--- src/rtl/sfx_pkg.sv ---
// sfx_pkg: shared widths, constants, the foxhole table and the sequencer
// state type for the Shekel foxholes fitness block. No dependencies.
`timescale 1ns / 1ps
`default_nettype none

package sfx_pkg;

  // Default gene width
  localparam int GENE_BITS_DEF = 17;

  // Configuration port
  localparam int CFG_IDX_W = 1;
  localparam int CFG_W     = 18;
  localparam logic [CFG_IDX_W-1:0] REG_GRAY   = 1'd0;
  localparam logic [CFG_IDX_W-1:0] REG_OFFSET = 1'd1;
  localparam int OFS_W = 18;
  localparam logic signed [OFS_W-1:0] OFS_RESET = -18'sd65536;

  // Sixth-power datapath
  localparam int MAG_W  = 17;   // |difference| below the saturation point
  localparam int SQ_W   = 34;   // m^2
  localparam int CUBE_W = 51;   // m^3
  localparam int PROD_W = 68;   // multiplier product
  localparam int POW6_W = 102;  // m^6
  localparam int SIX_W  = 105;  // m^6 or the saturated value
  localparam logic [SIX_W-1:0] SAT6 = {1'b1, {(SIX_W-1){1'b0}}};

  // Division datapath
  localparam int BASE_W = 65;   // (j+1) * 1e18
  localparam int DEN_W  = 106;
  localparam int DIV_W  = 107;
  localparam int QUO_W  = 41;
  localparam int SUM_W  = 45;
  localparam int FIT_W  = 41;
  localparam logic [BASE_W-1:0] TEN18    = 65'd1000000000000000000;
  // 1e18 * 2^40 shifted down by the 41 quotient bits
  localparam logic [DIV_W-1:0]  FOX_INIT = 107'd500000000000000000;
  // 2^72 shifted down by the 41 quotient bits
  localparam logic [DIV_W-1:0]  FIN_INIT = 107'd2147483648;
  // floor(2^40 / 500)
  localparam logic [SUM_W-1:0]  SUM_INIT = 45'd2199023255;

  // Foxhole grid
  localparam int HOLE_IDX_W = 3;
  localparam logic [HOLE_IDX_W-1:0] HOLE_LAST = 3'd4;
  localparam int HOLE_N = 5;
  localparam int HOLE_W = 17;

  // Foxhole centre coordinate in thousandths
  function automatic logic signed [HOLE_W-1:0] hole_milli(input logic [HOLE_IDX_W-1:0] i);
    logic signed [HOLE_W-1:0] v;
    unique case (i)
      3'd0:    v = -17'sd32000;
      3'd1:    v = -17'sd16000;
      3'd2:    v = 17'sd0;
      3'd3:    v = 17'sd16000;
      3'd4:    v = 17'sd32000;
      default: v = 17'sd0;
    endcase
    return v;
  endfunction

  // Sequencer states
  typedef enum logic [3:0] {
    ST_IDLE,   // waiting for start
    ST_HOLE,   // form |difference| for one axis/hole pair
    ST_SQ,     // m * m
    ST_CUBE,   // m * m^2
    ST_CAP,    // capture m^3
    ST_P6,     // one digit of m^3 times m^3
    ST_ACC,    // accumulate the partial product
    ST_DSUM,   // sixth(dx) + sixth(dy)
    ST_DDEN,   // add (j+1) * 1e18
    ST_DGO,    // launch foxhole division
    ST_DWAIT,  // wait for quotient, accumulate
    ST_FGO,    // launch final division
    ST_FWAIT   // wait for fitness
  } seq_state_t;

endpackage

`default_nettype wire

--- src/rtl/sfx_mul.sv ---
// sfx_mul: registered 17 x 51 bit unsigned multiplier, shared by all
// sixth-power steps. Depends on sfx_pkg.
`timescale 1ns / 1ps
`default_nettype none

module sfx_mul (
  input  wire logic                       clk,
  input  wire logic [sfx_pkg::MAG_W-1:0]  a,
  input  wire logic [sfx_pkg::CUBE_W-1:0] b,
  output logic      [sfx_pkg::PROD_W-1:0] prod
);

  // One product per cycle, result registered
  always_ff @(posedge clk) begin
    prod <= sfx_pkg::PROD_W'(a) * sfx_pkg::PROD_W'(b);
  end

endmodule

`default_nettype wire

--- config.mk ---
export PLATFORM = sky130hd
export DESIGN_NAME = sfx_mul
export DESIGN_NICKNAME = d
export VERILOG_FILES = /design/src/rtl/sfx_pkg.sv /design/src/rtl/sfx_mul.sv
export SDC_FILE = /design/constraint.sdc
export NUM_CORES = 2
export LEC_CHECK = 0
export ABC_AREA = 1
export BUFFER_PORTS_ARGS = -buffer_cell sky130_fd_sc_hd__buf_2
export CAP_MARGIN = 40
export CORE_AREA = 4 4 191 379
export DETAILED_ROUTE_END_ITERATION = 10
export DIE_AREA = 0 0 195 383
export GPL_TIMING_DRIVEN = 0
export PLACE_DENSITY = 0.66
export SYNTH_ARGS = -nofsm -noshare
export SYNTH_HDL_FRONTEND = slang
export SYNTH_SLANG_ARGS = --single-unit
--- constraint.sdc ---
create_clock -name clk -period 12 [get_ports clk]
set_input_delay 1.2 -clock clk [delete_from_list [all_inputs] [get_ports clk]]
set_output_delay 1.2 -clock clk [all_outputs]
set_load 0.05 [all_outputs]
Word-level counts from Yosys, hierarchy flattened
Index checks and enable logic that the tools add are counted.
{ "classes": {"mul": 1} }
{ "op_table": {"columns": ["cell", "count"], "rows": [
  ["multiplier 17 x 51 -> 68 bit", 1]
]} }
{ "totals": {"out_inout_bits": 68, "regBits": 68} }

Logic depth before layout (Yosys ltp)
{ "depth": {"depth_word": 1, "mapped_depth": 29} }

Least setup slack after synthesis
OpenSTA, ideal clock, no wires.
{ "synth_path": {"path_type": "input -> register", "startpoint": "input port b[44] (netlist name)", "endpoint": "register prod[55] (netlist name)", "t_required_ps": 11888, "arrival_ps": 6152, "slack_ps": 5736, "path_stages": 24, "cell_sequence": "clkbuf_1 > clkbuf_1 > nand2_1 > fa_1 > inv_1 > fa_1 > inv_1 > fa_1 > inv_1 > fa_1 > fa_1 > inv_1 > fa_1 > inv_1 > ha_1 > nand2_1 > inv_1 > nand2_1 > nor2_1 > inv_1 > nor3_1 > nand2_1 > nand3_1 > nand2_1"} }
{ "synth_via": {"elab_chain_len": 1} }
{ "synth_rtl": {"columns": ["item", "line", "source"], "rows": [
  ["start: declaration", "sfx_mul.sv:9", "input wire logic [sfx_pkg::CUBE_W-1:0] b,"],
  ["multiplier 17 x 51 -> 68 bit", "sfx_mul.sv:15", "prod <= sfx_pkg::PROD_W'(a) * sfx_pkg::PROD_W'(b);"],
  ["end signal: assignment", "sfx_mul.sv:15", null],
  ["end: declaration", "sfx_mul.sv:10", "output logic [sfx_pkg::PROD_W-1:0] prod"]
]} }
Every way passes these cells.

Worst setup path after layout
{ "layout_path": {"startpoint": "input port a[4] (netlist name)", "endpoint": "register prod[66] (netlist name)"} }
{ "layout_via": {"elab_chain_len": 1} }
{ "layout_rtl": {"columns": ["item", "line", "source"], "rows": [
  ["start: declaration", "sfx_mul.sv:8", "input wire logic [sfx_pkg::MAG_W-1:0] a,"],
  ["multiplier 17 x 51 -> 68 bit", "sfx_mul.sv:15", null]
]} }
Every way passes these cells.

==> flow_summary.json <==
{
  "place.gp.congestion": 1.007,
  "area_growth_pct": 7.266,
  "grt_max_degree": 15,
  "final_cell_area_sq_um": 33360,
  "yosysWarningCount": 0,
  "ant_nets": 0,
  "grt_usage_pct": 32.29,
  "synth_compound_area_share_pct": 0.8851,
  "max_freq_ghz": 0.1288,
  "maxCapViolCount": 0,
  "totalWireLength_um": 117900,
  "top_register": "prod",
  "first_global_vias": 30140,
  "drt-initial-drc-count": 1746,
  "cts_buffer_depth": 2,
  "drv_slew": 0,
  "tns_ns": 0,
  "path_clk_slew_ns": 0.07,
  "finalNonFillerCells": 5372,
  "cp_max_fo": 10,
  "core-area_sq_um": 69590,
  "status": "complete, no violations",
  "ctsHoldBuffers": 0,
  "setup_viol": 0,
  "drive_gt1_share_pct": 3.584,
  "synth_cell_types": 24,
  "cts_root_buffer": "clkbuf_16",
  "fin_crit_ns": 7.764,
  "nNetsFinal": 5404,
  "crit_type": "in -> reg",
  "yosysSeqAreaShare_pct": 4.377,
  "numCtsBuffers": 9,
  "slew_headroom_pct": 33.14,
  "syn_area_sq_um": 31100,
  "place_hpwl_um": 102300,
  "synth_fa_ha_area_share_pct": 52.96,
  "post_cts_buffers": 0,
  "grt_overflow": 0,
  "crit_slowest_cell": "fa_1",
  "largest_reg_flops": 68,
  "drcViolationCount": 0,
  "portBuffers": 68,
  "num_vias": 27350,
  "hold_path.class": "in -> reg",
  "routedWlPerCell_um": 21.94,
  "critPathCaptureType": "flop",
  "required_ns": 12.24,
  "start_kind": "input pin",
  "vias_per_cell": 5.091,
  "die_h_um": 383,
  "num_rows": 137,
  "cpMostUsedCell": "nand2_1",
  "synth_top_family_by_area": "adder cells",
  "cts_tree": "yes",
  "drtPass1Iterations": 5,
  "clkSinkCount": 68,
  "min_period_over_period_pct": 64.70,
  "synth_cells": 4344,
  "cts-resized-gates": 0,
  "synth.area.mux_share_pct": 0,
  "dpl.cell_count": 5350,
  "reg_top3": "prod (68)",
  "worst_pin_slew_ns": 1.003,
  "grt_pass1_wl_um": 177100,
  "initial_core_util_pct": 44.69,
  "synth_nets": 5289,
  "arrival_ns": 8.01,
  "synthSimpleGateAreaFrac_pct": 21.07,
  "syn_area_per_cell_sq_um": 7.159,
  "ys_ff_latch": 68,
  "io_pins": 137,
  "rsz0062_at_grt": "no",
  "final_hold_viol_count": 0,
  "crit_end": "prod[66]",
  "placed_area_sq_um": 33030,
  "antenna_found_initial": 9,
  "fp.dieW_um": 195,
  "die_area_sq_um": 74690,
  "critPathLaunch": "a[4]",
  "post_synth_xor_area_fraction_pct": 0.9576,
  "htree_num_levels": 3,
  "cpPeakStageDelay_ns": 0.77
}
[cells by family after synthesis]
| family | after synthesis |
|---|---|
| xor+xnor | 34 |
| simple gates | 1676 |
| flops | 68 |
| buf+inv | 1636 |
| compound gates | 54 |
| fa+ha+maj | 876 |
[area by class of cell]
class                      instances  area, sq um
timing repair buffer             104        809.5
clock inverter                     7        82.58
fill                            7246        36240
buffer                           204        765.7
antenna                            5        12.51
tap                              903         1130
sequential                        68         1361
clock buffer                       9        225.2
multi-input combinational       2640        23600
inverter                        1432         5375
[placed cells by master (no fill, tap or decap), types with 49 or more instances in the layout]
cell type,count
inv_1,1431
buf_2,68
nor2_1,80
fa_1,734
a21oi_1,49
nand3_1,56
nand2_1,1474
dfxtp_1,68
ha_1,142
clkbuf_1,204
[cells in the mapped netlist (all sizes together)]
master  number  share of area (%)
and2         2              0.040
fa         734                 47
nand4       10               0.20
ha         142                5.7
clkbuf     204                2.5
o21ai        3              0.048
dfxtp       68                4.4
nand2     1485                 18
and3         2              0.040
nor3        16               0.31
xnor2        2              0.056
inv       1432                 17
o21bai       2              0.048
nor2        96                1.3
xor2        32               0.90
a21oi       49               0.79
or2          2              0.040
nor4         2              0.080
nand3       61                1.1
[per-stage QoR]
step	utilization [%]	worst slack (ns)	hold slack, ns
finish	47.93	4.236	1.333
global placement	46.80	3.873	1.669
floorplan	-	5.736	1.456
global route	47.91	3.903	1.370
detailed placement	47.46	4.080	1.669
CTS	47.90	4.420	1.327
[worst min-delay path by stage]
stage | cells after the start | slack (ns) | end | start
finish | 3 | 1.33 | prod[0] | a[0]
global placement | 1 | 1.67 | prod[25] | prod[25]
CTS | 3 | 1.33 | prod[0] | a[0]
floorplan | 3 | 1.46 | prod[0] | a[0]
global route | 3 | 1.37 | prod[0] | a[0]
detailed placement | 1 | 1.67 | prod[11] | prod[11]
[critical path: cells and delay by family]
family	cells	cell delay, ns
fa+ha+maj	7	3.76
buf+inv	7	1.62
simple gates	9	0.84
compound gates	2	0.57
[routing by layer]
layer  vias up  part of all wire [%]  routed length, um  track usage, %
met5         -                 0.047                 55               0
met4         8                    13              15710           31.30
met2      1345                    51              60350           58.56
met3       656                   6.0               7035           5.130
li1      11980                     -                  -               -
met1     13360                    29              34700           29.88
Power is left out: the tool's default activity adds up to more than one toggle a clock period on the data nets, which glitch-free logic cannot reach.
