$ cat config.mk
export PLATFORM = sky130hd
export DESIGN_NAME = sfx_div
export DESIGN_NICKNAME = d
export VERILOG_FILES = /design/src/rtl/sfx_div.sv
export SDC_FILE = /design/constraint.sdc
export NUM_CORES = 1
export LEC_CHECK = 0
export ABC_AREA = 1
export BUFFER_PORTS_ARGS = -buffer_cell sky130_fd_sc_hd__buf_2
export CORE_UTILIZATION = 50
export DETAILED_ROUTE_END_ITERATION = 10
export GPL_TIMING_DRIVEN = 0
export PLACE_DENSITY = 0.68
export SLEW_MARGIN = 25
export SYNTH_ARGS = -nofsm -noshare
export SYNTH_HDL_FRONTEND = slang
export SYNTH_SLANG_ARGS = --single-unit
$ cat constraint.sdc
create_clock -name clk -period 6 [get_ports clk]
set_input_delay 0.9 -clock clk [delete_from_list [all_inputs] [get_ports clk]]
set_output_delay 0.9 -clock clk [all_outputs]
set_load 0.02 [all_outputs]
$ cat src/rtl/sfx_div.sv
// sfx_div: restoring divider, one quotient bit per cycle, low dividend
// bits known to be zero. No dependencies.
`timescale 1ns / 1ps
`default_nettype none

module sfx_div #(
  parameter int DW = 107,
  parameter int QW = 41
) (
  input  wire logic          clk,
  input  wire logic          rst,
  input  wire logic          go,
  input  wire logic [DW-1:0] init,
  input  wire logic [DW-1:0] divisor,
  output logic               done,
  output logic      [QW-1:0] quo
);

  localparam int CNT_W = $clog2(QW + 1);

  logic [DW-1:0]    rem;
  logic [DW-1:0]    dvs;
  logic [CNT_W-1:0] cnt;
  logic [DW:0]      trial;
  logic [DW:0]      diff;
  logic             fit;

  // Shift in a zero, trial subtract
  always_comb begin
    trial = {rem, 1'b0};
    diff  = trial - {1'b0, dvs};
    fit   = (trial >= {1'b0, dvs});
  end

  // Iteration count and completion strobe
  always_ff @(posedge clk) begin
    if (rst) begin
      cnt  <= '0;
      done <= 1'b0;
    end else begin
      done <= 1'b0;
      if (go) begin
        cnt <= CNT_W'(QW);
      end else if (cnt != '0) begin
        cnt  <= cnt - 1'b1;
        done <= (cnt == CNT_W'(1));
      end
    end
  end

  // Remainder and quotient
  always_ff @(posedge clk) begin
    if (go) begin
      rem <= init;
      dvs <= divisor;
      quo <= '0;
    end else if (cnt != '0) begin
      rem <= fit ? diff[DW-1:0] : trial[DW-1:0];
      quo <= {quo[QW-2:0], fit};
    end
  end

endmodule

`default_nettype wire

# After elaboration in Yosys (flattened, before gate mapping)
# Index checks and enable logic that the tools add are counted.
# op_classes
addsub	2
n_lt_le_gt_ge	1
n_eq_ne	1
mux	5
bitwise_logic	1
reduce_logical	4
# op_table
cell	n
$mux 107	3
$ge 108x107->1	1
$sub 107x107->107	1
$mux 6	2
$eq 6x1->1 const B	1
$reduce_bool 6->1	1
$sub 6x1->6 const B	1
$reduce_or 3->1	1
$reduce_bool 2->1	1
$reduce_or 2->1	1
$not 1->1	1
# word_totals
ff_bits	262
input_bits	217
output_inout_bits	42
elab_cells	20

# Depth between registers and ports, before layout
# Gate-level depths: netlist of run 1.
# depth
word_depth	4
depth_mapped	19
ltp_nobuf	18

# Worst setup path before layout of run 1
# No wires, ideal clock.
# synth_path
path_kind	input to register
startpoint	input port go
endpoint	register rem[0], enable pin
setup_time_ns	0.513
t_arrival_ns	4.162
t_required_ns	5.487
setup_slack_ns	1.325
stages	3
path_buffers	1
path_cell_list	nor2_1 inv_1 clkbuf_1
# synth_between
elab_chain_cells	1
# synth_lines
element	line_no	source
from (decl)	12	input wire logic go,
$reduce_bool 2->1 (no line)	-	
to (signal assigned)	54	rem <= init;
to (signal assigned)	58	rem <= fit ? diff[DW-1:0] : trial[DW-1:0];
to (decl)	21	logic [DW-1:0] rem;
# Every way passes these cells.
# A chain may end at the register's enable or synchronous reset.

# Worst setup path in the final report of run 1
# layout_path
startpoint	register rem[92]
endpoint	register rem[93] (data pin)
# layout_between
elab_chain_cells	4
elab_cells_between_ends	5
cone_classes	add/sub (1); order compare (1); mux (3)
# layout_lines
element	line_no	source
$sub 107x107->107 / $ge 108x107->1 (equally long branches)	31, 32	
$mux 107 (*)	58	
$mux 107 (*)	57	end else if (cnt != '0) begin
$mux 107 (*)	53	if (go) begin
# Mark *: on every way between the ends. The rest lies on a longest branch, timed or not. The select of a mux whose other input is x is not followed.

==> reports/metrics.cfg, run 1 <==
[worst_setup_path]
end_kind=register
worstSetupStartpointType=register
timing.critical_path.slowest_cell_delay_ns=0.55
slowest_stage=ha_1
crit_fanout=10
critPathRequiredTime_ns=6.34
crit_start=rem[92]
worstPathArrival_ns=4.82
worst-setup-path-type=register to register
crit_top_cell=nand2_1
reg2reg_from=rem[92]
path_cells=ha_1 > nand2_1 > nor2_1 > nand2_1 > nor2_1 > nand2_1 > nor3_2 > nand3_2 > nand3_2 > buf_2 > nand3_1 > nand3_1 > nand2_1

[routing]
wl_per_cell_um=19.29
route.detailed.drc=0
routed_wl_um=89740
drt_iter0_drc=2582
vias=24070
firstDrtPassIters=7
via_per_inst=5.174
detail-route-antenna-nets=0

[floorplan]
start_util=0.5110
die_w_um=215.5
die_y_um=215.5
io_pins=259
rows=77
die-area_mm2=0.04645
core_mm2=0.04461

[yosys]
synth_cell_type_count=39
synth_edf_count=214
syn_inst=3747
synth_area_leader_cell=edfxtp_1
synthesis.nets=4075
avgSynthCellArea_um2=6.083
synth_top_area_frac=0.2819
synth_ff_type=edfxtp_1
synth_area_leaders=edfxtp_1, nand2_1, inv_1
ys_seq_area_frac=0.3241
yosys_warnings=0
synthArstFlopShare=0
syn_area_mm2=0.02279
synth_seq_cells=262

[clock_tree]
cts_setup_buffers=0
cts_buffer_depth=3
clk_latency_ns=0.61
cts_buffers=29
htreeDepth=1
cts_resized=0
tritoncts=done
path_clk_slew_ns=0.07
hold_buffers=0
clock_sinks=262
clockRootBuffer=clkbuf_16

[power_and_ir_drop]
p_total_mw=13.07
total_leakage_power_nw=15.12
power_density_mw_per_mm2=505.7
vdd_drop_max_mv=0.2830

[worst_hold_path]
hold_start=divisor[83]
min_path_type=primary input to register

[sta]
grt_setup_unrepaired=no
hold_viol=0
min_period_ns=4.479
slew_headroom=0.4641
setup_ws_ns=1.521
worst_pin_slew_ns=0.8039
fin_tns_setup_ns=0
slew_violations=0
max_freq_mhz=223.3
setup-violations-final=0
period_share=0.7465
finClkSkew_ns=0.03110

[place]
dp_slack_ns=1.703
gp_congestion=1.076
placed_cells=4600
dp_hpwl_um=74290
portBuffers=258

[global_route]
grt_antenna_before_repair=1
grt.overflow.total=0
grt_max_degree=57
first_global_vias=22290
grt_pass1_wl_um=131200
grt_util_all_layers=0.3789

[cells_and_area]
area_growth_pct=13.40
nets=4367
final.fill_count=4505
drive_gt1_frac=0.08647
finalNonFillerCells=4652

[status]
status=finished clean

[run]
cap_violations=0

==> routing by layer <==
metal / vias up / track usage / share of wire
met5: - / 0 / 0
met4: 0 / 0.1151 / 0.032
li1: 11920 / - / -
met3: 120 / 0.08259 / 0.10
met2: 1116 / 0.5896 / 0.43
met1: 10920 / 0.5240 / 0.44
==> Yosys cell counts (all sizes together), types with 18 or more instances <==
master / count
a21oi: 70
buf: 35
clkbuf: 41
dfxtp: 48
edfxtp: 214
ha: 110
inv: 976
nand2: 1482
nand3: 251
nand4: 128
nor2: 225
nor3: 27
o21ai: 18
o22ai: 39
xnor2: 59
==> layout make-up <==
cell class | count | area (um2) | area share
multi-input cells | 2431 | 11400 | 0.4409
flip-flops and latches | 262 | 7387 | 0.2858
clock buffers | 35 | 769.5 | 0.02977
plain buffers | 76 | 344.1 | 0.01331
well taps | 592 | 740.7 | 0.02865
inverters | 978 | 3671 | 0.1420
clock inverters | 16 | 156.4 | 0.006050
diodes | 1 | 2.502 | 0.00009681
repair buffers | 261 | 1380 | 0.05339
==> critical path: cells and delay by family, from the launching register on <==
kind | cells | cell delay [ns]
buffers and inverters | 1 | 0.46
and+or+nand+nor | 11 | 2.79
adders and majority gates | 1 | 0.55
DFF | 1 | 0.39
==> cells by family after synthesis <==
| kind of cell | after synthesis | share of synthesized area |
|---|---|---|
| AO/OA/AOI/OAI | 133 | 0.03250 |
| flip-flops | 262 | 0.3241 |
| buffers and inverters | 1054 | 0.1759 |
| XOR/XNOR | 60 | 0.02305 |
| AND/OR/NAND/NOR | 2127 | 0.3832 |
| adder cells (fa/ha/maj) | 111 | 0.06126 |
==> state kept, by name, indices dropped and copies added, names as in the netlist <==
signal  flops
quo        41
cnt         6
done        1
rem       107
dvs       107
==> stage by stage <==
stage	hold slack, ns	area (um2)	utilization
2_1_floorplan	0.4450	22790	-
3_3_place_gp	0.4426	24830	0.5566
3_5_place_dp	0.4507	24920	0.5587
4_1_cts	0.4344	25850	0.5795
5_1_grt	0.4451	25850	0.5795
6_report	0.4581	25850	0.5795
==> power breakdown <==
part	leakage, nW	total, mW	switching (mW)	internal, mW
logic	12.1	8.48	5.94	2.53
clock network	0.451	1.80	0.795	1.00
registers	2.57	2.80	0.254	2.54
==> final timing paths <==
path / endpoint / slack, ns / cells past startpoint
setup / recovery: rem[93] / 1.52 / 13
setup reg to reg: rem[93] / 1.52 / 13
hold reg to reg: quo[40] / 0.47 / 2
hold / removal: dvs[83] / 0.46 / 1
==> layout by cell type (no fill, tap or decap), drive strengths merged, types with 5 or more instances in the layout <==
cell type and instances:
xnor2 59, ha 110, nor2 225, inv 980
clkinv 10, nor3 27, nor4 5, o21ai 18
o22ai 39, a21oi 70, nand3 251, edfxtp 214
dfxtp 48, clkbuf 76, buf 296, nand4 128
nand2 1482
Note: power is estimated with default switching activity, not from simulation.
==> run 2, diff against run 1 <==
Settings changed: ABC_AREA 1 to 0, PLACE_DENSITY 0.68 to 0.69.
Clock period 6 ns to 4.25 ns, I/O delays scaled along.
==> reports/metrics.cfg, run 2 <==
[status]
status=finished clean

[routing]
route.detailed.drc=0  ; unchanged
wl_per_cell_um=21.79  ; +13%
routed_wl_um=61040  ; -32%
vias=16770  ; -30%
detail-route-antenna-nets=0  ; unchanged
via_per_inst=5.985  ; +16%
firstDrtPassIters=5  ; -2
drt_iter0_drc=1458  ; -44%

[yosys]
yosys_warnings=0  ; unchanged
synth_area_leader_cell=edfxtp_1
synth_area_leaders=edfxtp_1, ha_1, a21oi_1
synth_seq_cells=262  ; unchanged
synth.cells.most_frequent=nand2_1, a21oi_1, edfxtp_1
ys_seq_area_frac=0.4123  ; +0.08827
synthArstFlopShare=0  ; unchanged
synth_ff_type=edfxtp_1
synth_top_area_frac=0.3587  ; +0.07679
yosysMostFrequentCell=nand2_1
synth_edf_count=214  ; unchanged
syn_area_mm2=0.01791  ; -21%
synth_cell_type_count=75  ; +92%
avgSynthCellArea_um2=8.877  ; +46%
synthesis.nets=2346  ; -42%
syn_inst=2018  ; -46%

[cells_and_area]
final_common_cell=nand2_1
drive_gt1_frac=0.1951  ; +0.1087
num_antenna_cells=0  ; -1
mostFrequentLayoutCells=nand2_1, buf_2, a21oi_1
area_growth_pct=18.68
reg.largest.list=dvs x107, rem x107, quo x41
final.fill_count=3089  ; -31%
nets=2651  ; -39%

[clock_tree]
htreeDepth=1  ; unchanged
clk_latency_ns=0.61  ; about the same
cts_buffers=30  ; +3.4%
cts_buffer_depth=3  ; unchanged
tritoncts=done
path_clk_slew_ns=0.07  ; about the same
clock_sinks=262  ; unchanged
clockRootBuffer=clkbuf_16

[power_and_ir_drop]
p_total_mw=16.60  ; +27%
vdd_drop_max_mv=0.4724  ; +67%
total_leakage_power_nw=8.814  ; -42%
power_density_mw_per_mm2=780.7  ; +54%

[global_route]
grt_util_all_layers=0.3271  ; -0.05179
first_global_vias=16090  ; -28%
grt.overflow.total=0  ; unchanged
grt_pass1_wl_um=91170  ; -31%
grt_max_degree=80  ; +40%
grt_antenna_before_repair=3  ; +2

[worst_setup_path]
worst-setup-path-type=register to register
rr_worst_depth=17  ; +4
critPathRequiredTime_ns=4.59  ; -1.75 ns
timing.critical_path.slowest_cell_delay_ns=0.42  ; -0.13 ns
end_kind=register
rrSetupSlack_ns=0.06  ; -1.46 ns
reg2reg_from=rem[59]
cp.buffers_inverters=5  ; +4
crit_fanout=10  ; unchanged
slowest_stage=edfxtp_1
r2r-end=rem[46]
crit_start=rem[59]
path_cells=ha_1 > buf_2 > nand4_1 > buf_4 > nor4_4 > nand4_1 > or3_4 > a2111oi_4 > nor3_4 > o21ai_4 > a41oi_4 > buf_6 > buf_6 > clkbuf_4 > nand2_1 > o211ai_1 > o21a_1
worstPathArrival_ns=4.53  ; -0.29 ns
path_delay_family=simple AND/OR/NAND/NOR gates
worstSetupStartpointType=register

[sta]
setup-violations-final=0  ; unchanged
min_period_ns=4.189  ; -0.2899 ns
period_share=0.9857  ; +0.2392
slew_violations=0  ; unchanged
worst_pin_slew_ns=1.171  ; +0.3672 ns
hold_viol=0  ; unchanged
max_freq_mhz=238.7  ; +6.9%
finClkSkew_ns=0.02393  ; -0.007171 ns
slew_headroom=0.2126  ; -0.2515
holdWs_ns=0.1986  ; -0.2596 ns

[floorplan]
start_util=0.5136  ; +0.002549
io_pins=259  ; unchanged
die_y_um=191.3  ; -11%
die_w_um=191.3  ; -11%
rows=68  ; -12%
core_mm2=0.03488  ; -22%
die-area_mm2=0.03659  ; -21%

[place]
gp_congestion=0.9858  ; -8.4%
dp_hpwl_um=46460  ; -37%
portBuffers=258  ; unchanged

[worst_hold_path]
holdPathStages=1  ; unchanged
min_path_type=primary input to register
hold_start=divisor[11]
hold_path_end=dvs[11]

[run]
cap_violations=0  ; unchanged

run 2: cell count changes in the layout (fill, tap and decap cells not counted), sizes merged, moves of 51 or more:
cell,delta
a21oi,+167
inv,-842
mux2,+51
nand2,-1198
nand3,-233
nand4,-69
nor2,-110
o21a,+51
o21ai,+159
run 2: routing by layer:
metal  vias up  wire, um  global-route usage
met5         -        36                   0
met3       101      4668             0.04204
met4         6      1825              0.1065
met2       761     27960              0.5351
li1       7927         -                   -
met1      7974     26560              0.4467
run 2: where the power goes:
group	internal (mW)	switching, mW
registers	3.66	0.399
clock network	1.60	1.14
logic	3.61	6.19
run 2: how the worst max path moves through the flow:
stage / to / slack, ns / depth (start not counted)
floorplan: rem[48] / 0.66 / 13
global placement: rem[52] / -2.24 / 6
detailed placement: rem[96] / -1.10 / 14
CTS: rem[46] / -0.03 / 14
global route: rem[12] / -0.004 / 14
finish: rem[46] / 0.06 / 17
run 2: metrics by stage:
stage          area [um2]  utilization  setup slack [ns]    TNS, ns  std cells
6_report            21260       0.6095           0.06087          0       2802
5_1_grt             21260       0.6095         -0.003564  -0.003564       2802
4_1_cts             21060       0.6038          -0.02554   -0.02554       2794
3_5_place_dp        19870       0.5695            -1.098     -84.92       2734
3_3_place_gp        19780       0.5670            -2.243    -330.69       2731
2_1_floorplan       17920            -            0.6627          0       2018
run 2: cells by family after synthesis:
kind of cell | count (synthesis) | share of synthesized area
AND/OR/NAND/NOR | 593 | 0.1508
AO/OA/AOI/OAI | 652 | 0.2218
buffers and inverters | 250 | 0.05657
flip-flops | 262 | 0.4123
adder cells (fa/ha/maj) | 111 | 0.07794
multiplexers | 52 | 0.03262
XOR/XNOR | 98 | 0.04791
run 2: what timing repair did:
action                     CTS  global route
setup endpoints to repair  108           104
buffers inserted             4            10
resized for setup           30            36
pin swaps                    5            10
hold buffers                 0             0
run 2: layout make-up:
class / count / area, um2 / share of cell area
tap: 455 / 569.3 / 0.02678
buffer: 111 / 538.0 / 0.02530
clock buffer: 39 / 847.1 / 0.03984
multi-input combinational: 1506 / 9741 / 0.4581
sequential: 262 / 7387 / 0.3474
inverter: 137 / 514.2 / 0.02419
clock inverter: 17 / 200.2 / 0.009416
timing repair buffer: 275 / 1465 / 0.06891
run 2: worst register-to-register path, cell delays in order (launching register included):
cell and delay, ns:
edfxtp_1 0.42, ha_1 0.29, buf_2 0.18, nand4_1 0.12, buf_4 0.18, nor4_4 0.27
nand4_1 0.18, or3_4 0.41, a2111oi_4 0.30, nor3_4 0.12, o21ai_4 0.25, a41oi_4 0.17
buf_6 0.21, buf_6 0.16, clkbuf_4 0.26, nand2_1 0.11, o211ai_1 0.13, o21a_1 0.17
==> run 3, diff against run 2 <==
Settings changed: RECOVER_POWER set to 100.
==> reports/metrics.cfg, run 3 (synthesis gave the netlist of run 2 again) <==
[global_route]
first_global_vias=16090  ; unchanged
grt_pass1_wl_um=91170  ; unchanged
grt.overflow.total=0  ; unchanged
grt_util_all_layers=0.3271  ; unchanged
grt_max_degree=80  ; unchanged
grt_antenna_before_repair=3  ; unchanged

[routing]
route.detailed.drc=0  ; unchanged
via_per_inst=6.015  ; +0.51%
firstDrtPassIters=8  ; +3
drt_iter0_drc=1477  ; +1.3%
wl_per_cell_um=21.79  ; about the same
routed_wl_um=61070  ; about the same
detail-route-antenna-nets=0  ; unchanged
vias=16860  ; +0.51%

[cells_and_area]
seqCellArea_mm2=0.007387  ; unchanged
finalNonFillerCells=2802  ; unchanged
final_cell_area_mm2=0.02113  ; -0.62%
multi_input_area_mm2=0.009719  ; -0.22%
drive_gt1_frac=0.1730  ; -0.02216
fin_util=0.6057  ; -0.003766
area_growth_pct=17.95
num_antenna_cells=0  ; unchanged
nets=2651  ; unchanged
mostFrequentLayoutCells=nand2_1, a21oi_1, buf_2
final_common_cell=nand2_1
reg.largest.list=dvs x107, rem x107, quo x41
final.fill_count=3120  ; +1.0%

[sta]
min_period_ns=4.200  ; +0.01115 ns
worst_pin_slew_ns=1.799  ; +0.6284 ns
hold_viol=0  ; unchanged
finClkSkew_ns=0.02444  ; +0.0005062 ns
slew_headroom=-0.1996  ; -0.4123
period_share=0.9883  ; +0.002625
slew_violations=69  ; +69
setup_ws_ns=0.04972  ; -0.01115 ns
max_freq_mhz=238.1  ; -0.27%
setup-violations-final=0  ; unchanged
fin_tns_setup_ns=0  ; unchanged

[status]
violations=max-capacitance violations, max-slew violations
status=finished, violations left

[floorplan]
die_w_um=191.3  ; unchanged
io_pins=259  ; unchanged
rows=68  ; unchanged
start_util=0.5136  ; unchanged
core_mm2=0.03488  ; unchanged
die-area_mm2=0.03659  ; unchanged
die_y_um=191.3  ; unchanged

[clock_tree]
cts_buffers=30  ; unchanged
clk_latency_ns=0.61  ; about the same
path_clk_slew_ns=0.07  ; about the same
tritoncts=done
hold_buffers=0  ; unchanged
cts_buffer_depth=3  ; unchanged
htreeDepth=1  ; unchanged
clock_sinks=262  ; unchanged
clockRootBuffer=clkbuf_16

[worst_setup_path]
worst-setup-path-type=register to register
end_kind=register
worstSetupStartpointType=register
rr_worst_depth=14  ; -3
r2r-end=rem[89]
crit_fanout=10  ; unchanged
reg2reg_from=rem[16]
worstPathArrival_ns=4.52  ; about the same
critPathRequiredTime_ns=4.57  ; -0.02 ns
rrSetupSlack_ns=0.05  ; about the same

[place]
post_dp_cell_area_mm2=0.01987  ; unchanged
dp_hpwl_um=46460  ; unchanged
placed_cells=2734  ; unchanged
portBuffers=258  ; unchanged
gp_congestion=0.9858  ; unchanged
dp_slack_ns=-1.098  ; unchanged

[worst_hold_path]
holdPathStages=1  ; unchanged
hold_start=divisor[11]
hold_path_end=dvs[11]
min_path_type=primary input to register

[power_and_ir_drop]
power_density_mw_per_mm2=783.4  ; +0.35%
total_leakage_power_nw=8.588  ; -2.6%
vdd_drop_max_mv=0.4728  ; about the same

[run]
cap_violations=1  ; +1

[run 3: metal layers]
| layer | track usage | wire (um) | part of all wire | vias up |
|---|---|---|---|---|
| met5 | 0 | 36 | 0.00059 | - |
| met4 | 0.1065 | 1853 | 0.030 | 6 |
| met3 | 0.04204 | 4639 | 0.076 | 104 |
| met2 | 0.5351 | 27990 | 0.46 | 751 |
| met1 | 0.4467 | 26550 | 0.43 | 8063 |
| li1 | - | - | - | 7931 |
[run 3: worst max-delay path by stage]
| stage | startpoint | endpoint | slack [ns] | cells past startpoint |
|---|---|---|---|---|
| CTS | rem[0] | rem[46] | -0.03 | 14 |
| floorplan | rem[0] | rem[48] | 0.66 | 13 |
| finish | rem[16] | rem[89] | 0.05 | 14 |
| global placement | go | rem[52] | -2.24 | 6 |
| global route | rem[50] | rem[12] | -0.004 | 14 |
| detailed placement | rem[0] | rem[96] | -1.10 | 14 |
[run 3: power breakdown]
| group | leakage, nW | switching [mW] | total, mW | internal [mW] |
|---|---|---|---|---|
| Combinational | 5.52 | 6.18 | 9.75 | 3.57 |
| Sequential | 2.55 | 0.400 | 4.06 | 3.66 |
| Clock | 0.518 | 1.14 | 2.74 | 1.60 |
| Total | 8.59 | 7.72 | 16.6 | 8.83 |
[run 3: stage by stage]
| stage | power, mW | hold WS (ns) |
|---|---|---|
| CTS | 16.24 | 0.1729 |
| detailed placement | 13.28 | 0.4503 |
| global placement | 13.16 | 0.4375 |
| floorplan | 10.63 | 0.4828 |
| finish | 16.55 | 0.2004 |
| global route | 17.53 | 0.1848 |
[run 3: timing repair]
item | 4_1_cts | 5_1_grt
pin swaps | 5 | 10
endpoints found under the setup margin | 108 | 104
resized for setup | 30 | 36
endpoints found under the hold margin | 0 | 0
setup buffers | 4 | 10
[run 3: critical path, cell delays in order, from the launching register on]
cell and delay (ns):
edfxtp_1 0.44, ha_2 0.43, nand4_2 0.22, or3_1 0.47
nor4_4 0.23, nor3_4 0.10, a2111oi_4 0.46, nor3_4 0.12
o21ai_4 0.25, a41oi_4 0.17, buf_6 0.21, clkbuf_4 0.24
buf_4 0.26, a21oi_1 0.23, o21ai_1 0.08
[run 3: final cells by class]
cell class                 instances  area share
sequential                       262      0.3496
inverter                         137     0.02434
multi-input combinational       1506      0.4600
clock buffer                      39     0.04009
buffer                           111     0.02481
tap                              455     0.02694
clock inverter                    17    0.009474
timing repair buffer             275     0.06478
